`config.mk`:
```
export PLATFORM = sky130hd
export DESIGN_NAME = alarm_clock_setup_controller_unit
export DESIGN_NICKNAME = d
export VERILOG_FILES = /design/src/hdl/acsc_pkg.sv /design/src/hdl/alarm_clock_setup_controller_unit.sv /design/src/hdl/acsc_in_reg.sv /design/src/hdl/acsc_core.sv /design/src/hdl/acsc_out_reg.sv
export SDC_FILE = /design/constraint.sdc
export NUM_CORES = 1
export LEC_CHECK = 0
export ABC_AREA = 0
export BUFFER_PORTS_ARGS = -buffer_cell sky130_fd_sc_hd__buf_2
export CORE_AREA = 2 2 131 133
export DETAILED_ROUTE_END_ITERATION = 16
export DIE_AREA = 0 0 133 135
export MAX_ROUTING_LAYER = met4
export PLACE_DENSITY = 0.8
export SLEW_MARGIN = 10
export SYNTH_ARGS = -nofsm -noshare
export SYNTH_HDL_FRONTEND = slang
export SYNTH_SLANG_ARGS = --single-unit
export TNS_END_PERCENT = 30
```
`constraint.sdc`:
```
create_clock -name clk -period 7.2 [get_ports clk]
set_input_delay 1.08 -clock clk [delete_from_list [all_inputs] [get_ports clk]]
set_output_delay 1.08 -clock clk [all_outputs]
set_load 0.005 [all_outputs]
```
`src/hdl/acsc_pkg.sv`:
```
package acsc_pkg;

	localparam logic [1:0] FUNC_TICK  = 2'd0;
	localparam logic [1:0] FUNC_BTN_A = 2'd1;
	localparam logic [1:0] FUNC_BTN_B = 2'd2;

	localparam logic [1:0] CFG_BUTTON_GUARD = 2'd0;
	localparam logic [1:0] CFG_SWITCH_GUARD = 2'd1;

	localparam logic [7:0] BUTTON_GUARD_RST = 8'd3;
	localparam logic [7:0] SWITCH_GUARD_RST = 8'd30;
	localparam logic [7:0] TICK_LIMIT       = 8'd200;
	localparam logic [4:0] FIRST_DIGIT_WRAP = 5'd3;
	localparam logic [4:0] DIGIT_WRAP       = 5'd10;
	localparam logic [6:0] ALARM_HOUR_RST   = 7'd18;
	localparam logic [6:0] ALARM_MIN_RST    = 7'd5;

	// floor(x / 10) == (x * 205) >> 11 for x < 1029
	localparam logic [14:0] DIV10_MUL   = 15'd205;
	localparam int          DIV10_SHIFT = 11;

	typedef struct packed {
		logic [1:0] func;
		logic [4:0] rtc_hours;
		logic [5:0] rtc_minutes;
		logic       alarm_switch;
	} item_t;

	typedef struct packed {
		logic [3:0] digit_h_tens;
		logic [3:0] digit_h_ones;
		logic [3:0] digit_m_tens;
		logic [3:0] digit_m_ones;
		logic [1:0] blink_position;
		logic       setup_active;
		logic       alarm_led;
		logic       buzzer_on;
		logic       time_write;
		logic [6:0] write_hours;
		logic [6:0] write_minutes;
		logic       display_refresh;
	} result_t;

	typedef struct packed {
		logic       valid;
		logic [1:0] index;
		logic [7:0] data;
	} cfg_wr_t;

	typedef struct packed {
		logic [3:0] tens;
		logic [3:0] ones;
	} digits_t;

	function automatic digits_t split_dec(input logic [6:0] x);
		logic [14:0] prod;
		logic [3:0]  q;
		logic [6:0]  r;
		digits_t     d;
		prod   = 15'(x) * DIV10_MUL;
		q      = prod[DIV10_SHIFT +: 4];
		r      = x - 7'({q, 3'b000} + {q, 1'b0});
		d.tens = q;
		d.ones = r[3:0];
		return d;
	endfunction

	function automatic logic [6:0] join_dec(input logic [3:0] tens, input logic [3:0] ones);
		logic [7:0] s;
		s = {1'b0, tens, 3'b000} + {3'b000, tens, 1'b0} + {4'b0000, ones};
		return s[6:0];
	endfunction

endpackage

```
`src/hdl/alarm_clock_setup_controller_unit.sv`:
```
// Alarm clock setup-mode controller.
// Input channel (in_valid/in_ready): one event per transaction - a tick with
// the clock time and alarm switch level, button A or button B (func).
// Output channel (out_valid/out_ready): exactly one result per event, in
// order: displayed digits, edit position, setup/alarm/buzzer flags, clock
// write request and display refresh.
// Configuration channel (cfg_valid/cfg_ready, cfg_index, cfg_data): index 0
// button guard, index 1 switch guard; always ready, write only when idle.
// Pipeline: input register, then result register. Throughput: one event per
// cycle while out_ready is high, the mode logic being a single combinational
// pass between the two registers.
// Reset (arst_n low): guards 3 and 30, alarm time 18:05, setup, alarm and
// ringing off, no result pending.
// Receiver stall: the result register holds; one further event waits in the
// input register, after which in_ready drops until out_ready returns.
module alarm_clock_setup_controller_unit (
	input  logic       clk,
	input  logic       arst_n,
	input  logic       in_valid,
	output logic       in_ready,
	input  logic [1:0] func,
	input  logic [4:0] rtc_hours,
	input  logic [5:0] rtc_minutes,
	input  logic       alarm_switch,
	output logic       out_valid,
	input  logic       out_ready,
	output logic [3:0] digit_h_tens,
	output logic [3:0] digit_h_ones,
	output logic [3:0] digit_m_tens,
	output logic [3:0] digit_m_ones,
	output logic [1:0] blink_position,
	output logic       setup_active,
	output logic       alarm_led,
	output logic       buzzer_on,
	output logic       time_write,
	output logic [6:0] write_hours,
	output logic [6:0] write_minutes,
	output logic       display_refresh,
	input  logic       cfg_valid,
	output logic       cfg_ready,
	input  logic [1:0] cfg_index,
	input  logic [7:0] cfg_data
);
	import acsc_pkg::*;

	item_t   item;
	item_t   item_s1;
	logic    valid_s1;
	logic    advance;
	cfg_wr_t cfg;
	result_t res_d;
	result_t res_q;

	assign item.func         = func;
	assign item.rtc_hours    = rtc_hours;
	assign item.rtc_minutes  = rtc_minutes;
	assign item.alarm_switch = alarm_switch;

	assign cfg_ready = 1'b1;
	assign cfg.valid = cfg_valid;
	assign cfg.index = cfg_index;
	assign cfg.data  = cfg_data;

	acsc_in_reg u_in_reg (
		.clk      (clk),
		.arst_n   (arst_n),
		.in_valid (in_valid),
		.in_ready (in_ready),
		.item     (item),
		.advance  (advance),
		.valid_s1 (valid_s1),
		.item_s1  (item_s1)
	);

	acsc_core u_core (
		.clk     (clk),
		.arst_n  (arst_n),
		.cfg     (cfg),
		.advance (advance),
		.item_s1 (item_s1),
		.res_d   (res_d)
	);

	acsc_out_reg u_out_reg (
		.clk       (clk),
		.arst_n    (arst_n),
		.valid_s1  (valid_s1),
		.out_ready (out_ready),
		.res_d     (res_d),
		.advance   (advance),
		.out_valid (out_valid),
		.res_q     (res_q)
	);

	assign digit_h_tens    = res_q.digit_h_tens;
	assign digit_h_ones    = res_q.digit_h_ones;
	assign digit_m_tens    = res_q.digit_m_tens;
	assign digit_m_ones    = res_q.digit_m_ones;
	assign blink_position  = res_q.blink_position;
	assign setup_active    = res_q.setup_active;
	assign alarm_led       = res_q.alarm_led;
	assign buzzer_on       = res_q.buzzer_on;
	assign time_write      = res_q.time_write;
	assign write_hours     = res_q.write_hours;
	assign write_minutes   = res_q.write_minutes;
	assign display_refresh = res_q.display_refresh;
endmodule

```
`src/hdl/acsc_in_reg.sv`:
```
module acsc_in_reg (
	input  logic             clk,
	input  logic             arst_n,
	input  logic             in_valid,
	output logic             in_ready,
	input  acsc_pkg::item_t  item,
	input  logic             advance,
	output logic             valid_s1,
	output acsc_pkg::item_t  item_s1
);
	import acsc_pkg::*;

	assign in_ready = !valid_s1 || advance;

	always_ff @(posedge clk or negedge arst_n) begin
		if (!arst_n) begin
			valid_s1 <= 1'b0;
		end else if (in_ready) begin
			valid_s1 <= in_valid;
		end
	end

	always_ff @(posedge clk) begin
		if (in_valid && in_ready) begin
			item_s1 <= item;
		end
	end
endmodule

```
`src/hdl/acsc_core.sv`:
```
module acsc_core (
	input  logic               clk,
	input  logic               arst_n,
	input  acsc_pkg::cfg_wr_t  cfg,
	input  logic               advance,
	input  acsc_pkg::item_t    item_s1,
	output acsc_pkg::result_t  res_d
);
	import acsc_pkg::*;

	logic [7:0] button_guard_q;
	logic [7:0] switch_guard_q;
	logic [7:0] tick_q;
	logic       setup_q;
	logic       enabled_q;
	logic       ringing_q;
	logic [1:0] pos_q;
	logic [3:0] digits_q [4];
	logic [6:0] alarm_hr_q;
	logic [6:0] alarm_min_q;
	logic [5:0] last_min_q;

	logic [7:0] tick_d;
	logic       setup_d;
	logic       enabled_d;
	logic       ringing_d;
	logic [1:0] pos_d;
	logic [3:0] digits_d [4];
	logic [6:0] alarm_hr_d;
	logic [6:0] alarm_min_d;
	logic [5:0] last_min_d;

	logic       twrite;
	logic [6:0] wr_h;
	logic [6:0] wr_m;
	logic       refresh;
	logic       btn_ok;
	logic [6:0] load_hi;
	logic [6:0] load_lo;
	digits_t    load_h;
	digits_t    load_m;
	digits_t    rtc_h;
	digits_t    rtc_m;
	logic [4:0] inc;
	logic [4:0] lim;
	logic [6:0] join_h;
	logic [6:0] join_m;

	assign load_hi = enabled_q ? alarm_hr_q : {2'b00, item_s1.rtc_hours};
	assign load_lo = enabled_q ? alarm_min_q : {1'b0, item_s1.rtc_minutes};
	assign load_h  = split_dec(load_hi);
	assign load_m  = split_dec(load_lo);
	assign rtc_h   = split_dec({2'b00, item_s1.rtc_hours});
	assign rtc_m   = split_dec({1'b0, item_s1.rtc_minutes});
	assign join_h  = join_dec(digits_q[0], digits_q[1]);
	assign join_m  = join_dec(digits_q[2], digits_q[3]);
	assign btn_ok  = tick_q > button_guard_q;
	assign inc     = {1'b0, digits_q[pos_q]} + 5'd1;
	assign lim     = (pos_q == 2'd0) ? FIRST_DIGIT_WRAP : DIGIT_WRAP;

	always_comb begin
		tick_d      = tick_q;
		setup_d     = setup_q;
		enabled_d   = enabled_q;
		ringing_d   = ringing_q;
		pos_d       = pos_q;
		digits_d    = digits_q;
		alarm_hr_d  = alarm_hr_q;
		alarm_min_d = alarm_min_q;
		last_min_d  = last_min_q;
		twrite      = 1'b0;
		wr_h        = '0;
		wr_m        = '0;
		refresh     = 1'b0;
		case (item_s1.func) inside
			FUNC_TICK: begin
				if (item_s1.alarm_switch && tick_q > switch_guard_q) begin
					enabled_d = !enabled_q;
					if (enabled_q) begin
						ringing_d = 1'b0;
					end
				end
				if (setup_q) begin
					refresh = 1'b1;
				end else begin
					if (enabled_d && {1'b0, item_s1.rtc_minutes} == alarm_min_q &&
							{2'b00, item_s1.rtc_hours} == alarm_hr_q) begin
						ringing_d = 1'b1;
					end
					if (item_s1.rtc_minutes != last_min_q) begin
						refresh    = 1'b1;
						last_min_d = item_s1.rtc_minutes;
					end
				end
				if (tick_q < TICK_LIMIT) begin
					tick_d = tick_q + 8'd1;
				end
			end
			FUNC_BTN_A, FUNC_BTN_B: begin
				if (item_s1.func == FUNC_BTN_A && btn_ok) begin
					if (!setup_q) begin
						setup_d     = 1'b1;
						digits_d[0] = load_h.tens;
						digits_d[1] = load_h.ones;
						digits_d[2] = load_m.tens;
						digits_d[3] = load_m.ones;
					end else if (pos_q == 2'd3) begin
						if (enabled_q) begin
							alarm_hr_d  = join_h;
							alarm_min_d = join_m;
						end else begin
							twrite = 1'b1;
							wr_h   = join_h;
							wr_m   = join_m;
						end
						pos_d   = 2'd0;
						setup_d = 1'b0;
					end else begin
						pos_d = pos_q + 2'd1;
					end
				end else if (item_s1.func == FUNC_BTN_B && btn_ok && setup_q) begin
					digits_d[pos_q] = (inc >= lim) ? 4'd0 : inc[3:0];
				end
				tick_d  = '0;
				refresh = setup_d || twrite;
			end
			default: begin
				refresh = setup_q;
			end
		endcase
	end

	always_comb begin
		if (setup_d) begin
			res_d.digit_h_tens = digits_d[0];
			res_d.digit_h_ones = digits_d[1];
			res_d.digit_m_tens = digits_d[2];
			res_d.digit_m_ones = digits_d[3];
		end else begin
			res_d.digit_h_tens = rtc_h.tens;
			res_d.digit_h_ones = rtc_h.ones;
			res_d.digit_m_tens = rtc_m.tens;
			res_d.digit_m_ones = rtc_m.ones;
		end
		res_d.blink_position  = pos_d;
		res_d.setup_active    = setup_d;
		res_d.alarm_led       = enabled_d;
		res_d.buzzer_on       = ringing_d;
		res_d.time_write      = twrite;
		res_d.write_hours     = wr_h;
		res_d.write_minutes   = wr_m;
		res_d.display_refresh = refresh;
	end

	always_ff @(posedge clk or negedge arst_n) begin
		if (!arst_n) begin
			button_guard_q <= BUTTON_GUARD_RST;
			switch_guard_q <= SWITCH_GUARD_RST;
		end else if (cfg.valid) begin
			if (cfg.index == CFG_BUTTON_GUARD) begin
				button_guard_q <= cfg.data;
			end else if (cfg.index == CFG_SWITCH_GUARD) begin
				switch_guard_q <= cfg.data;
			end
		end
	end

	always_ff @(posedge clk or negedge arst_n) begin
		if (!arst_n) begin
			tick_q      <= '0;
			setup_q     <= 1'b0;
			enabled_q   <= 1'b0;
			ringing_q   <= 1'b0;
			pos_q       <= '0;
			digits_q    <= '{default: '0};
			alarm_hr_q  <= ALARM_HOUR_RST;
			alarm_min_q <= ALARM_MIN_RST;
			last_min_q  <= '0;
		end else if (advance) begin
			tick_q      <= tick_d;
			setup_q     <= setup_d;
			enabled_q   <= enabled_d;
			ringing_q   <= ringing_d;
			pos_q       <= pos_d;
			digits_q    <= digits_d;
			alarm_hr_q  <= alarm_hr_d;
			alarm_min_q <= alarm_min_d;
			last_min_q  <= last_min_d;
		end
	end
endmodule

```
`src/hdl/acsc_out_reg.sv`:
```
module acsc_out_reg (
	input  logic               clk,
	input  logic               arst_n,
	input  logic               valid_s1,
	input  logic               out_ready,
	input  acsc_pkg::result_t  res_d,
	output logic               advance,
	output logic               out_valid,
	output acsc_pkg::result_t  res_q
);
	import acsc_pkg::*;

	assign advance = valid_s1 && (!out_valid || out_ready);

	always_ff @(posedge clk or negedge arst_n) begin
		if (!arst_n) begin
			out_valid <= 1'b0;
		end else if (!out_valid || out_ready) begin
			out_valid <= valid_s1;
		end
	end

	always_ff @(posedge clk) begin
		if (advance) begin
			res_q <= res_d;
		end
	end
endmodule

```
# [Word-level counts from Yosys, hierarchy flattened]
# Index checks and enable logic that the tools add are counted.
[op_classes] add_sub_neg=15 mul=4 order_cmp=6 eq_ne=8 n_mux=49 bitwise=7 reduce_logical=27
[op_table] op="2-to-1 mux 16 bit" n=5
[op_table] op="multiplier 7 x 8 -> 15 bit, second input constant" n=2
[op_table] op="2-to-1 mux 1 bit" n=25
[op_table] op="2-to-1 mux 8 bit" n=3
[op_table] op="2-to-1 mux 4 bit" n=5
[op_table] op="bitwise mux 16 bit" n=1
[op_table] op="> comparator 8 bit" n=2
[op_table] op="subtractor 4 bit" n=4
[op_table] op="adder 7 x 4 -> 7 bit" n=2
[op_table] op="adder 7 x 5 -> 7 bit" n=2
[op_table] op="multiplier 6 x 8 -> 14 bit, second input constant" n=1
[op_table] op="2-to-1 mux 14 bit" n=1
[op_table] op="2-to-1 mux 7 bit" n=2
[op_table] op="multiplier 5 x 8 -> 13 bit, second input constant" n=1
[op_table] op="adder 4 bit" n=3
[op_table] op="2-to-1 mux 2 bit" n=5
[op_table] op="logical AND 1 bit" n=9
[op_table] op="adder 8 x 1 -> 8 bit, second input constant" n=1
[op_table] op="binary-select mux 4 bit (select 2 bit)" n=1
[op_table] op="demux 4 bit (select 2 bit)" n=1
[op_table] op="less-than comparator 8 bit, second input constant" n=1
[op_table] op="equality test 5 x 7 -> 1 bit" n=1
[op_table] op="equality test 6 x 7 -> 1 bit" n=1
[op_table] op="AND reduction 7 bit" n=1
[op_table] op="other kinds (21)" n=36
[word_totals] regBits=118 in_bits=29 output_inout_bits=40 word_cells=150

# [Depth between registers and ports, before layout]
# Gate-level depths: netlist of the first run.
[logic_depth] depth_word=13 ltp_mapped=25 ltp_nobuf=22

# [By module]
# A second synthesis of the first run with hierarchy kept.
[unflattened] hier_cells=940 hier_area_um2=9715.6
[modules_own_cells] mod="acsc_core" instances=1 cells_each=879 area_each_um2=8075.2 seq_area_each_um2=1639.1
[modules_own_cells] mod="acsc_out_reg" instances=1 cells_each=41 area_each_um2=1154.9 seq_area_each_um2=1136.1
[modules_own_cells] mod="acsc_in_reg" instances=1 cells_each=18 area_each_um2=474.2 seq_area_each_um2=445.4
[modules_own_cells] mod="alarm_clock_setup_controller_unit" instances=1 cells_each=2 area_each_um2=11.3 seq_area_each_um2=0.0

# [Least setup slack after synthesis of the first run]
# Ideal clock, no wire load.
[synth_path] path_type="flip-flop to flip-flop" start="reg u_core.enabled_q" end="reg, netlist name u_out_reg.res_q[24]" setup_time_ps=272 arrival_ps=5547 required_time_ps=6928 setup_slack_ps=1381 path_stages_with_launch=24 path_buffers=3 synth_period_minus_slack_ps=5819 cell_sequence="dfrtp_1 > buf_6 > clkbuf_1 > clkbuf_1 > o21ai_0 > ha_1 > ha_1 > fa_1 > inv_1 > fa_1 > inv_1 > ha_1 > a31o_2 > a211oi_1 > a21oi_2 > o21a_1 > xor2_1 > ha_1 > nand2_1 > nand2_1 > a2111o_1 > o221ai_1 > mux2i_1 > a211oi_1"
[synth_rtl] item="start: declaration" line_no="acsc_core.sv:15" source="logic enabled_q;"
[synth_rtl] item="start signal: assignment" line_no="acsc_core.sv:182" source="enabled_q <= enabled_d;"

==> run_results.csv, run 1 <==
group,metric,value,unit
status,status,"complete, no violations",
drt,wl_per_cell,18.4,um
worst_setup_path,cp_slowest_cell,"o21ai_0",
synth,synth_common_cells,"ha_1, inv_1, nand2_1",
cts,cts_resized,0,
pwr,switching_share,0.397,
floorplan,start_util,0.611,
timing,skew,0.00829,ns
cts,cts-hold-fix-buffers,0,
drt,vias,7792,
floorplan,coreArea,16400,um2
placement,place_ws,1.27,ns
pwr,p_leak,0.00532,uW
cells_and_area,n_antenna_cell,0,
synth,ys_seq_area_frac,0.321,
drt,drt_iter0_markers,676,
drt,route.met3.wl,1.67,mm
worst_hold_path,hold_path_class,"flip-flop to flip-flop",
worst_setup_path,rr_worst_depth,21,
floorplan,die_h,135,um
floorplan,die_area,18000,um2
synth,synth_cell_types,78,
pwr,p_per_area,308,nW/um2
cts,cts_root_buf,"clkbuf_16",
global_routing,antenna_found_initial,0,
synth,synthCells,983,
floorplan,rows,47,
synth,synth_enable_flop_cells,51,
timing,setup_slack,1.25,ns
drt,routed_via_density,6.07,
placement,port_buffers,67,
drt,wl_met1,9.76,mm
timing,setup_violations,0,
global_routing,grt_first_pass_wirelength,38.2,mm
global_routing,grt_usage,0.282,
cells_and_area,drive_above_1_share,0.163,
worst_setup_path,worstPathCellList,"inv_1 -> o21ai_0 -> ha_1 -> ha_1 -> fa_1 -> inv_1 -> fa_1 -> inv_1 -> ha_1 -> a31o_2 -> a211oi_1 -> a21oi_2 -> o21a_1 -> xor2_1 -> ha_1 -> nand2_1 -> nand2_1 -> a2111o_1 -> o221ai_1 -> mux2i_1 -> a211oi_1",
job,cap_violations,0,
timing,fin_crit,5.95,ns
worst_setup_path,cpMostUsedCell,"ha_1",
cts,postCtsSetupRepairBufs,0,
cts,path_clk_slew,0.06,ns
placement,dpl.hpwl,17.9,mm
synth,yosysTopAreaCell,"ha_1",
synth,netlist_area,10000,um2
drt,wl,23.6,mm
worst_setup_path,crit_path_end_kind,"flip-flop",
synth,syn_nets,1202,
cells_and_area,fin_util,0.681,
worst_setup_path,critPathLaunchType,"flip-flop",
worst_setup_path,cp.arrival,6.11,ns
worst_setup_path,path_delay_family,"adder cells",
pwr,p_total,3450,uW
timing,slew_violations,0,
pwr,p_sw,1370,uW
floorplan,ioPinCount,69,
worst_setup_path,path_class,"flip-flop to flip-flop",
timing,fin_hold_ws,0.509,ns
pwr,internal_power,2080,uW
timing,tightest_slew,0.923,ns
global_routing,grt_remaining_overflow,0,
floorplan,die-width,133,um
pwr,power_frac_seq,0.265,
global_routing,grt_pass1_vias,7754,
cts,cts_tree,"yes",
timing,rsz0062_at_grt,"no",
placement,gp_congestion,0.950,
synth,synth_top_area_frac,0.202,
synth,syn_avg_cell_area,10.2,um2
cts,cts-root-to-sink-buffers,2,
worst_setup_path,crit_fanout,7,
cells_and_area,final_nets,1269,
synth,synth_ff_type,"dfrtp_1",
pwr,clockPowerShare,0.255,
cts,cts_buffers,17,
drt,drc,0,
synth,ys_top_cells_by_area,"ha_1, edfxtp_1, dfrtp_1, fa_1, inv_1",
synth,ys_warn_count,0,
worst_setup_path,max_stage_delay,0.54,ns
drt,top_layer,"met4",
cts,cts-htree-levels,4,
cts,clock_sinks,118,
worst_hold_path,hold_depth,1,
global_routing,grt_max_degree,68,
drt,ant_nets,0,
worst_setup_path,worstPathRequired,7.35,ns
worst_setup_path,path_buf_inv,3,
cells_and_area,n_fill_cell,1259,
cells_and_area,area_delta_synth_final,11.5,%
drt,drt_pass1_iterations,5,
worst_setup_path,cp.depth,21,
pwr,ir_worst_vdd,0.218,mV
synth,async_flop_share,0.568,
timing,hold_viol,0,
drt,wl_met2,11.3,mm
timing,slew_headroom,0.385,
timing,timing.fmax,168,MHz
pwr,pwr-share-comb,0.480,
synth,synth-seq-cells,118,
timing,finalCritPeriodShare,0.827,
cts,clk_latency,0.43,ns
synth,yosysMostFrequentCell,"ha_1",
timing,fin_setup_tns,0,ns
layout make-up:
class,count,area [um2],share of cell area
Sequential cell,118,3220,0.288
Clock buffer,17,425,0.0380
Timing Repair Buffer,75,395,0.0354
Inverter,103,387,0.0346
Multi-Input combinational cell,735,6300,0.563
Tap cell,220,275,0.0246
Clock inverter,15,178,0.0159
routing by layer:
layer  track usage  vias up
met2         0.464      334
met4         0.116        0
met3        0.0522       66
met5             -        -
met1         0.345     3720
li1              -     3672
path summary, 6_finish.rpt:
check	to	slack, ns	start
worst max-delay path	u_out_reg.res_q[24]	1.25	u_in_reg.item_s1[5]
worst min-delay path	u_core.switch_guard_q[5]	0.51	u_core.switch_guard_q[5]
worst max register to register	u_out_reg.res_q[24]	1.25	u_in_reg.item_s1[5]
worst min register to register	u_core.switch_guard_q[5]	0.51	u_core.switch_guard_q[5]
max in group asynchronous	u_core.last_min_q[2]	5.72	arst_n
min in group asynchronous	u_core.button_guard_q[2]	0.85	arst_n
through the flow:
stage               cell area, um2  cells
floorplan                    10000    983
global placement             10600   1251
detailed placement           10600   1251
CTS                          11200   1283
global route                 11200   1283
finish                       11200   1283
worst register-to-register path, delay by kind of cell (launching register included):
kind | cells | cell delay (ns)
simple gates | 2 | 0.23
buf+inv | 3 | 0.22
fa+ha+maj | 6 | 2.30
compound gates | 8 | 2.03
mux | 1 | 0.26
flops | 1 | 0.49
xor+xnor | 1 | 0.15
sequential cells by signal, summed over array words and instances (netlist names):
| name | flops |
|---|---|
| u_core.setup_q | 1 |
| u_in_reg.valid_s1 | 1 |
| u_core.last_min_q | 6 |
| u_out_reg.res_q | 37 |
| u_core.ringing_q | 1 |
| u_core.switch_guard_q | 8 |
| u_core.alarm_hr_q | 7 |
| u_core.tick_q | 8 |
| u_core.pos_q | 2 |
| u_out_reg.out_valid | 1 |
| u_core.digits_q | 16 |
| u_core.button_guard_q | 8 |
| u_in_reg.item_s1 | 14 |
| u_core.alarm_min_q | 7 |
| u_core.enabled_q | 1 |
power by group through the flow:
stage | Sequential, uW | Combinational [uW] | Clock, uW
after floorplan | 886 | 1260 | 0
after global placement | 916 | 1580 | 0
after detailed placement | 918 | 1630 | 0
after CTS | 909 | 1650 | 878
after global routing | 922 | 1880 | 907
final | 913 | 1650 | 877
kinds of logic after synthesis:
kind of cell,share of synthesized area
AND/OR/NAND/NOR,0.118
AO/OA/AOI/OAI,0.136
adder cells (fa/ha/maj),0.258
buffers and inverters,0.0508
flip-flops,0.321
XOR/XNOR,0.0489
multiplexers,0.0661
other,0.000374
cell usage in the layout (no fill, tap or decap), types with 6 or more instances in the layout:
cell,instances
ha_1,162
inv_1,102
buf_2,67
nand2_1,60
dfrtp_1,57
nor2_1,52
edfxtp_1,51
o21ai_0,45
a21oi_1,35
mux2_2,33
xor2_1,32
fa_1,28
xnor2_1,24
nand3_1,21
nor3_1,19
and2_1,18
a21o_1,17
clkbuf_16,17
mux2i_1,13
a211oi_1,11
nand2b_1,11
a31oi_1,10
dfstp_2,10
nand3b_1,9
buf_4,8
nor2b_1,7
o21a_1,7
and3_1,7
o211ai_1,7
nor3b_1,7
o22ai_1,7
a2111oi_0,6
o21ai_1,6
(Power assumes the default switching activity.)
==> run 2, diff against run 1 <==
==> constraint.sdc (replaced) <==
create_clock -name clk -period 6 [get_ports clk]
set_input_delay 0.9 -clock clk [delete_from_list [all_inputs] [get_ports clk]]
set_output_delay 0.9 -clock clk [all_outputs]
set_load 0.005 [all_outputs]
==> run_results.csv, run 2 (synthesis results as in run 1) <==
group,metric,value,unit
status,status,"complete, no violations",
cells_and_area,drive_above_1_share,0.169,
global_routing,grt_usage,0.290,
pwr,p_leak,0.00535,uW
pwr,p_per_area,370,nW/um2
pwr,switching_share,0.403,
worst_setup_path,reg2reg_from,"u_core.enabled_q",
cells_and_area,layout_common_cells,"ha_1, inv_1, buf_2, nand2_1, dfrtp_1",
cells_and_area,n_fill_cell,1233,
cells_and_area,largest_reg_flops,37,
global_routing,grt_pass1_vias,7832,
cells_and_area,n_antenna_cell,0,
job,cap_violations,0,
worst_setup_path,crit_path_end_kind,"flip-flop",
drt,wl_per_cell,18.6,um
drt,routed_via_density,6.11,
cells_and_area,largestRegisters,"u_out_reg.res_q: 37 flops, u_core.digits_q: 16 flops, u_in_reg.item_s1: 14 flops",
worst_setup_path,cp_slowest_cell,"dfrtp_2",
global_routing,grt_max_degree,68,
cts,cts-root-to-sink-buffers,2,
cells_and_area,final_common_cell,"ha_1",
worst_setup_path,worstPathRequired,6.17,ns
worst_hold_path,hold_depth,1,
timing,hold_viol,0,
drt,drt_iter0_markers,624,
cells_and_area,regArea,3220,um2
floorplan,die_h,135,um
timing,slew_headroom,0.399,
timing,timing.fmax,179,MHz
placement,gp_congestion,0.947,
drt,vias,7882,
drt,ant_nets,0,
worst_setup_path,critPathLaunchType,"flip-flop",
timing,slew_violations,0,
global_routing,antenna_found_initial,0,
floorplan,rows,47,
placement,dpl.hpwl,18.3,mm
timing,finalCritPeriodShare,0.933,
cells_and_area,area_delta_synth_final,12.0,%
pwr,internal_power,2480,uW
pwr,clockPowerShare,0.245,
cts,clk_latency,0.44,ns
worst_setup_path,crit_fanout,12,
worst_setup_path,crit_path_end,"u_out_reg.res_q[24]",
timing,fin_setup_tns,0,ns
floorplan,die-width,133,um
timing,tightest_slew,0.901,ns
cells_and_area,final_nets,1275,
cts,postCtsSetupRepairBufs,0,
worst_setup_path,worstReg2RegEnd,"u_out_reg.res_q[24]",
floorplan,ioPinCount,69,
worst_setup_path,cp.arrival,5.77,ns
worst_setup_path,path_class,"flip-flop to flip-flop",
worst_setup_path,ff2ff_setup_slack,0.40,ns
global_routing,grt_remaining_overflow,0,
worst_setup_path,cpMostUsedCell,"ha_1",
floorplan,start_util,0.611,
pwr,p_sw,1680,uW
worst_hold_path,hold_path_class,"flip-flop to flip-flop",
timing,fin_hold_ws,0.511,ns
placement,port_buffers,67,
timing,fin_crit,5.60,ns
cts,cts-htree-levels,4,
cts,clock_sinks,118,
cells_and_area,multi_input_area,6310,um2
cts,cts_root_buf,"clkbuf_16",
cts,cts_buffers,17,
pwr,ir_worst_vdd,0.222,mV
floorplan,die_area,18000,um2
timing,setup_violations,0,
cells_and_area,regMostFlops,"u_out_reg.res_q",
worst_setup_path,max_stage_delay,0.54,ns
drt,drt_pass1_iterations,5,
drt,drc,0,
worst_setup_path,rr_worst_depth,20,
timing,rsz0062_at_grt,"no",
pwr,pwr-share-comb,0.491,
pwr,power_frac_seq,0.263,
drt,wl,24.0,mm
floorplan,coreArea,16400,um2
cts,cts_tree,"yes",
worst_setup_path,startpoint,"u_core.enabled_q",
worst_setup_path,worstPathCellList,"mux2_2 -> ha_1 -> ha_1 -> inv_1 -> fa_1 -> fa_1 -> inv_1 -> ha_1 -> a31o_2 -> a211oi_1 -> a21oi_2 -> o21a_1 -> xor2_1 -> ha_1 -> nand2_1 -> nand2_1 -> a2111o_1 -> o221ai_1 -> mux2i_1 -> a211oi_1",
timing,skew,0.00732,ns
cts,path_clk_slew,0.06,ns
global_routing,grt_first_pass_wirelength,39.2,mm
-- run 2: how the worst min path moves through the flow --
| stage | slack, ns | from | to |
|---|---|---|---|
| 6_report | 0.51 | u_core.switch_guard_q[5] | u_core.switch_guard_q[5] |
| 5_1_grt | 0.52 | u_core.alarm_hr_q[4] | u_core.alarm_hr_q[4] |
| 4_1_cts | 0.51 | u_core.switch_guard_q[5] | u_core.switch_guard_q[5] |
| 3_5_place_dp | 0.50 | u_core.switch_guard_q[5] | u_core.switch_guard_q[5] |
| 3_3_place_gp | 0.49 | u_core.switch_guard_q[7] | u_core.switch_guard_q[7] |
| 2_1_floorplan | 0.46 | u_core.alarm_min_q[6] | u_core.alarm_min_q[6] |
-- run 2: power by group through the flow --
| stage | Sequential, uW | Combinational (uW) | Clock, uW |
|---|---|---|---|
| 2_1_floorplan | 1060 | 1510 | 0 |
| 3_3_place_gp | 1100 | 1930 | 0 |
| 3_5_place_dp | 1100 | 2010 | 0 |
| 4_1_cts | 1090 | 2040 | 1020 |
| 5_1_grt | 1110 | 2320 | 1060 |
| 6_report | 1100 | 2040 | 1020 |
-- run 2: final cells by class --
cell class,instances,share of cell area
clock buffers,18,0.0391
clock inverters,14,0.0133
inverters,103,0.0344
multi-input cells,735,0.561
flip-flops and latches,118,0.287
well taps,220,0.0245
repair buffers,81,0.0403
-- run 2: per-stage QoR --
step	instance area [um2]	util	instances	worst slack, ns	power, uW
finish	11200	0.685	1289	0.402	4160
global route	11200	0.685	1289	0.0889	4480
CTS	11200	0.684	1289	0.282	4150
detailed placement	10600	0.648	1257	0.301	3110
global placement	10600	0.648	1257	0.434	3030
floorplan	10000	-	983	0.181	2580
-- run 2: timing repair --
item | CTS | global route
gates resized for setup | 0 | 4
hold buffers | 0 | 0
endpoints found under the setup margin | 0 | 4
-- run 2: worst max-delay path: cells and delay by family (launching register included) --
kind / cells / cell delay (ns)
fa+ha+maj: 6 / 2.19
compound gates: 7 / 1.41
mux: 2 / 0.70
flops: 1 / 0.54
simple gates: 2 / 0.23
xor+xnor: 1 / 0.15
buf+inv: 2 / 0.09
-- run 2: routing by layer --
metal	track usage	part of all wire
met5	-	0
met1	0.351	0.41
met4	0.145	0.044
met3	0.0514	0.066
met2	0.470	0.48
==> run 3, diff against run 2 <==
--- a/config.mk
+++ b/config.mk
@@ -10,8 +10,9 @@
 export CORE_AREA = 2 2 131 133
 export DETAILED_ROUTE_END_ITERATION = 16
 export DIE_AREA = 0 0 133 135
+export GPL_TIMING_DRIVEN = 0
 export MAX_ROUTING_LAYER = met4
-export PLACE_DENSITY = 0.8
+export PLACE_DENSITY = 0.78
 export SLEW_MARGIN = 10
 export SYNTH_ARGS = -nofsm -noshare
 export SYNTH_HDL_FRONTEND = slang
==> run_results.csv, run 3 (synthesis results as in run 1) <==
group,metric,value,unit
status,status,"complete, no violations",
cts,clk_latency,0.43,ns
floorplan,ioPinCount,69,
drt,drt_pass1_iterations,5,
cts,cts_buffers,17,
cells_and_area,regMostFlops,"u_out_reg.res_q",
global_routing,grt_usage,0.292,
worst_setup_path,crit_path_end_kind,"flip-flop",
floorplan,die_area,18000,um2
worst_setup_path,critPathLaunchType,"flip-flop",
global_routing,grt_pass1_vias,7605,
placement,dpl.hpwl,19.1,mm
cells_and_area,largest_reg_flops,37,
timing,timing.fmax,173,MHz
timing,fin_crit,5.79,ns
timing,slew_headroom,0.480,
timing,finalCritPeriodShare,0.965,
cells_and_area,final_nets,1294,
floorplan,rows,47,
worst_setup_path,max_stage_delay,0.53,ns
drt,wl,24.3,mm
floorplan,die_h,135,um
cells_and_area,design_area,11400,um2
cts,cts_root_buf,"clkbuf_16",
floorplan,coreArea,16400,um2
pwr,p_leak,0.00541,uW
timing,slew_violations,0,
worst_setup_path,cp_slowest_cell,"fa_1",
cells_and_area,layout_common_cells,"ha_1, inv_1, buf_2, nand2_1, dfrtp_1",
timing,skew,0.00794,ns
pwr,ir_worst_vdd,0.215,mV
drt,vias,7809,
job,cap_violations,0,
drt,routed_via_density,5.97,
cells_and_area,largestRegisters,"u_out_reg.res_q: 37 flops, u_core.digits_q: 16 flops, u_in_reg.item_s1: 14 flops",
drt,drt_iter0_markers,607,
cells_and_area,final_cell_count_no_fill,1308,
placement,port_buffers,67,
cells_and_area,area_delta_synth_final,13.4,%
worst_setup_path,worstPathCellList,"buf_12 -> o21ai_2 -> ha_1 -> ha_1 -> fa_1 -> inv_1 -> fa_1 -> inv_1 -> ha_1 -> a31o_2 -> a211oi_2 -> a21oi_4 -> o21a_1 -> xor2_2 -> ha_1 -> nand2_1 -> nand2_1 -> a2111o_1 -> o221ai_1 -> mux2i_1 -> a211oi_2",
global_routing,met2_usage,0.477,
cts,clock_sinks,118,
global_routing,grt-busiest-layer,"met2",
cells_and_area,final_common_cell,"ha_1",
worst_setup_path,path_class,"flip-flop to flip-flop",
cells_and_area,drive_above_1_share,0.169,
global_routing,grt_max_degree,38,
placement,gp_congestion,0.997,
cts,cts-htree-levels,4,
placement,dpl_cell_area,10700,um2
global_routing,antenna_found_initial,0,
cts,cts-root-to-sink-buffers,2,
pwr,p_total,4190,uW
timing,setup_violations,0,
timing,hold_viol,0,
drt,drc,0,
floorplan,start_util,0.611,
timing,tightest_slew,0.781,ns
global_routing,met1_usage,0.371,
global_routing,use_met3,0.0503,
worst_hold_path,hold_path_class,"input port to asynchronous set/reset pin",
worst_setup_path,crit_fanout,25,
worst_setup_path,cp.arrival,5.94,ns
worst_setup_path,cpMostUsedCell,"ha_1",
cts,cts-hold-fix-buffers,0,
drt,wl_per_cell,18.6,um
drt,ant_nets,0,
global_routing,grt_remaining_overflow,0,
cts,cts_tree,"yes",
global_routing,grt_first_pass_wirelength,39.5,mm
worst_setup_path,worstPathRequired,6.15,ns
cells_and_area,n_antenna_cell,0,
floorplan,die-width,133,um
cts,path_clk_slew,0.06,ns
placement,dp_cells,1272,
pwr,p_per_area,369,nW/um2
## run 3: path summary, 6_finish.rpt
check	startpoint	to	slack, ns	cells past startpoint
max	u_core.enabled_q	u_out_reg.res_q[24]	0.21	21
min	arst_n	u_core.tick_q[1]	0.41	1
max reg2reg	u_core.enabled_q	u_out_reg.res_q[24]	0.21	21
min reg2reg	u_core.alarm_hr_q[4]	u_core.alarm_hr_q[4]	0.51	2
max in group asynchronous	arst_n	u_core.alarm_min_q[2]	4.97	2
min in group clk	u_core.alarm_hr_q[4]	u_core.alarm_hr_q[4]	0.51	2
## run 3: through the flow
stage	hold slack, ns	TNS [ns]	util	setup WS (ns)
floorplan	0.456	0	-	0.181
global placement	0.489	-4.71	0.649	-0.990
detailed placement	0.503	-5.43	0.652	-1.09
CTS	0.418	0	0.687	0.0326
global route	0.443	-0.0260	0.693	-0.0231
finish	0.408	0	0.693	0.212
## run 3: report_power, final
| group | internal, uW | total, uW | switching (uW) |
|---|---|---|---|
| combinational | 910 | 2090 | 1180 |
| clock | 620 | 1010 | 391 |
| sequential | 975 | 1090 | 116 |
| total | 2500 | 4190 | 1690 |
## run 3: timing repair
action | 4_1_cts | 5_1_grt
resized for setup | 3 | 11
setup endpoints to repair | 15 | 4
setup buffers | 0 | 7
pin swaps | 0 | 1
## run 3: worst max-delay path: cells and delay by family, from the launching register on
family / cells / cell delay (ns)
adder cells (fa/ha/maj): 6 / 2.27
AO/OA/AOI/OAI: 8 / 1.82
flip-flops: 1 / 0.39
multiplexers: 1 / 0.32
buffers and inverters: 3 / 0.27
AND/OR/NAND/NOR: 2 / 0.23
XOR/XNOR: 1 / 0.16
## run 3: final cells by class
class                   instances  area (um2)
plain buffers                  24         121
clock buffers                  22         487
clock inverters                10        90.1
fillers                      1226        5030
inverters                     103         387
multi-input cells             735        6350
flip-flops and latches        118        3220
well taps                     220         275
repair buffers                 76         438
## run 3: per-layer routing
| metal | vias to the layer above | part of all wire |
|---|---|---|
| met5 | - | 0 |
| met4 | 0 | 0.033 |
| met3 | 62 | 0.059 |
| met2 | 287 | 0.48 |
| met1 | 3733 | 0.42 |
| li1 | 3727 | - |
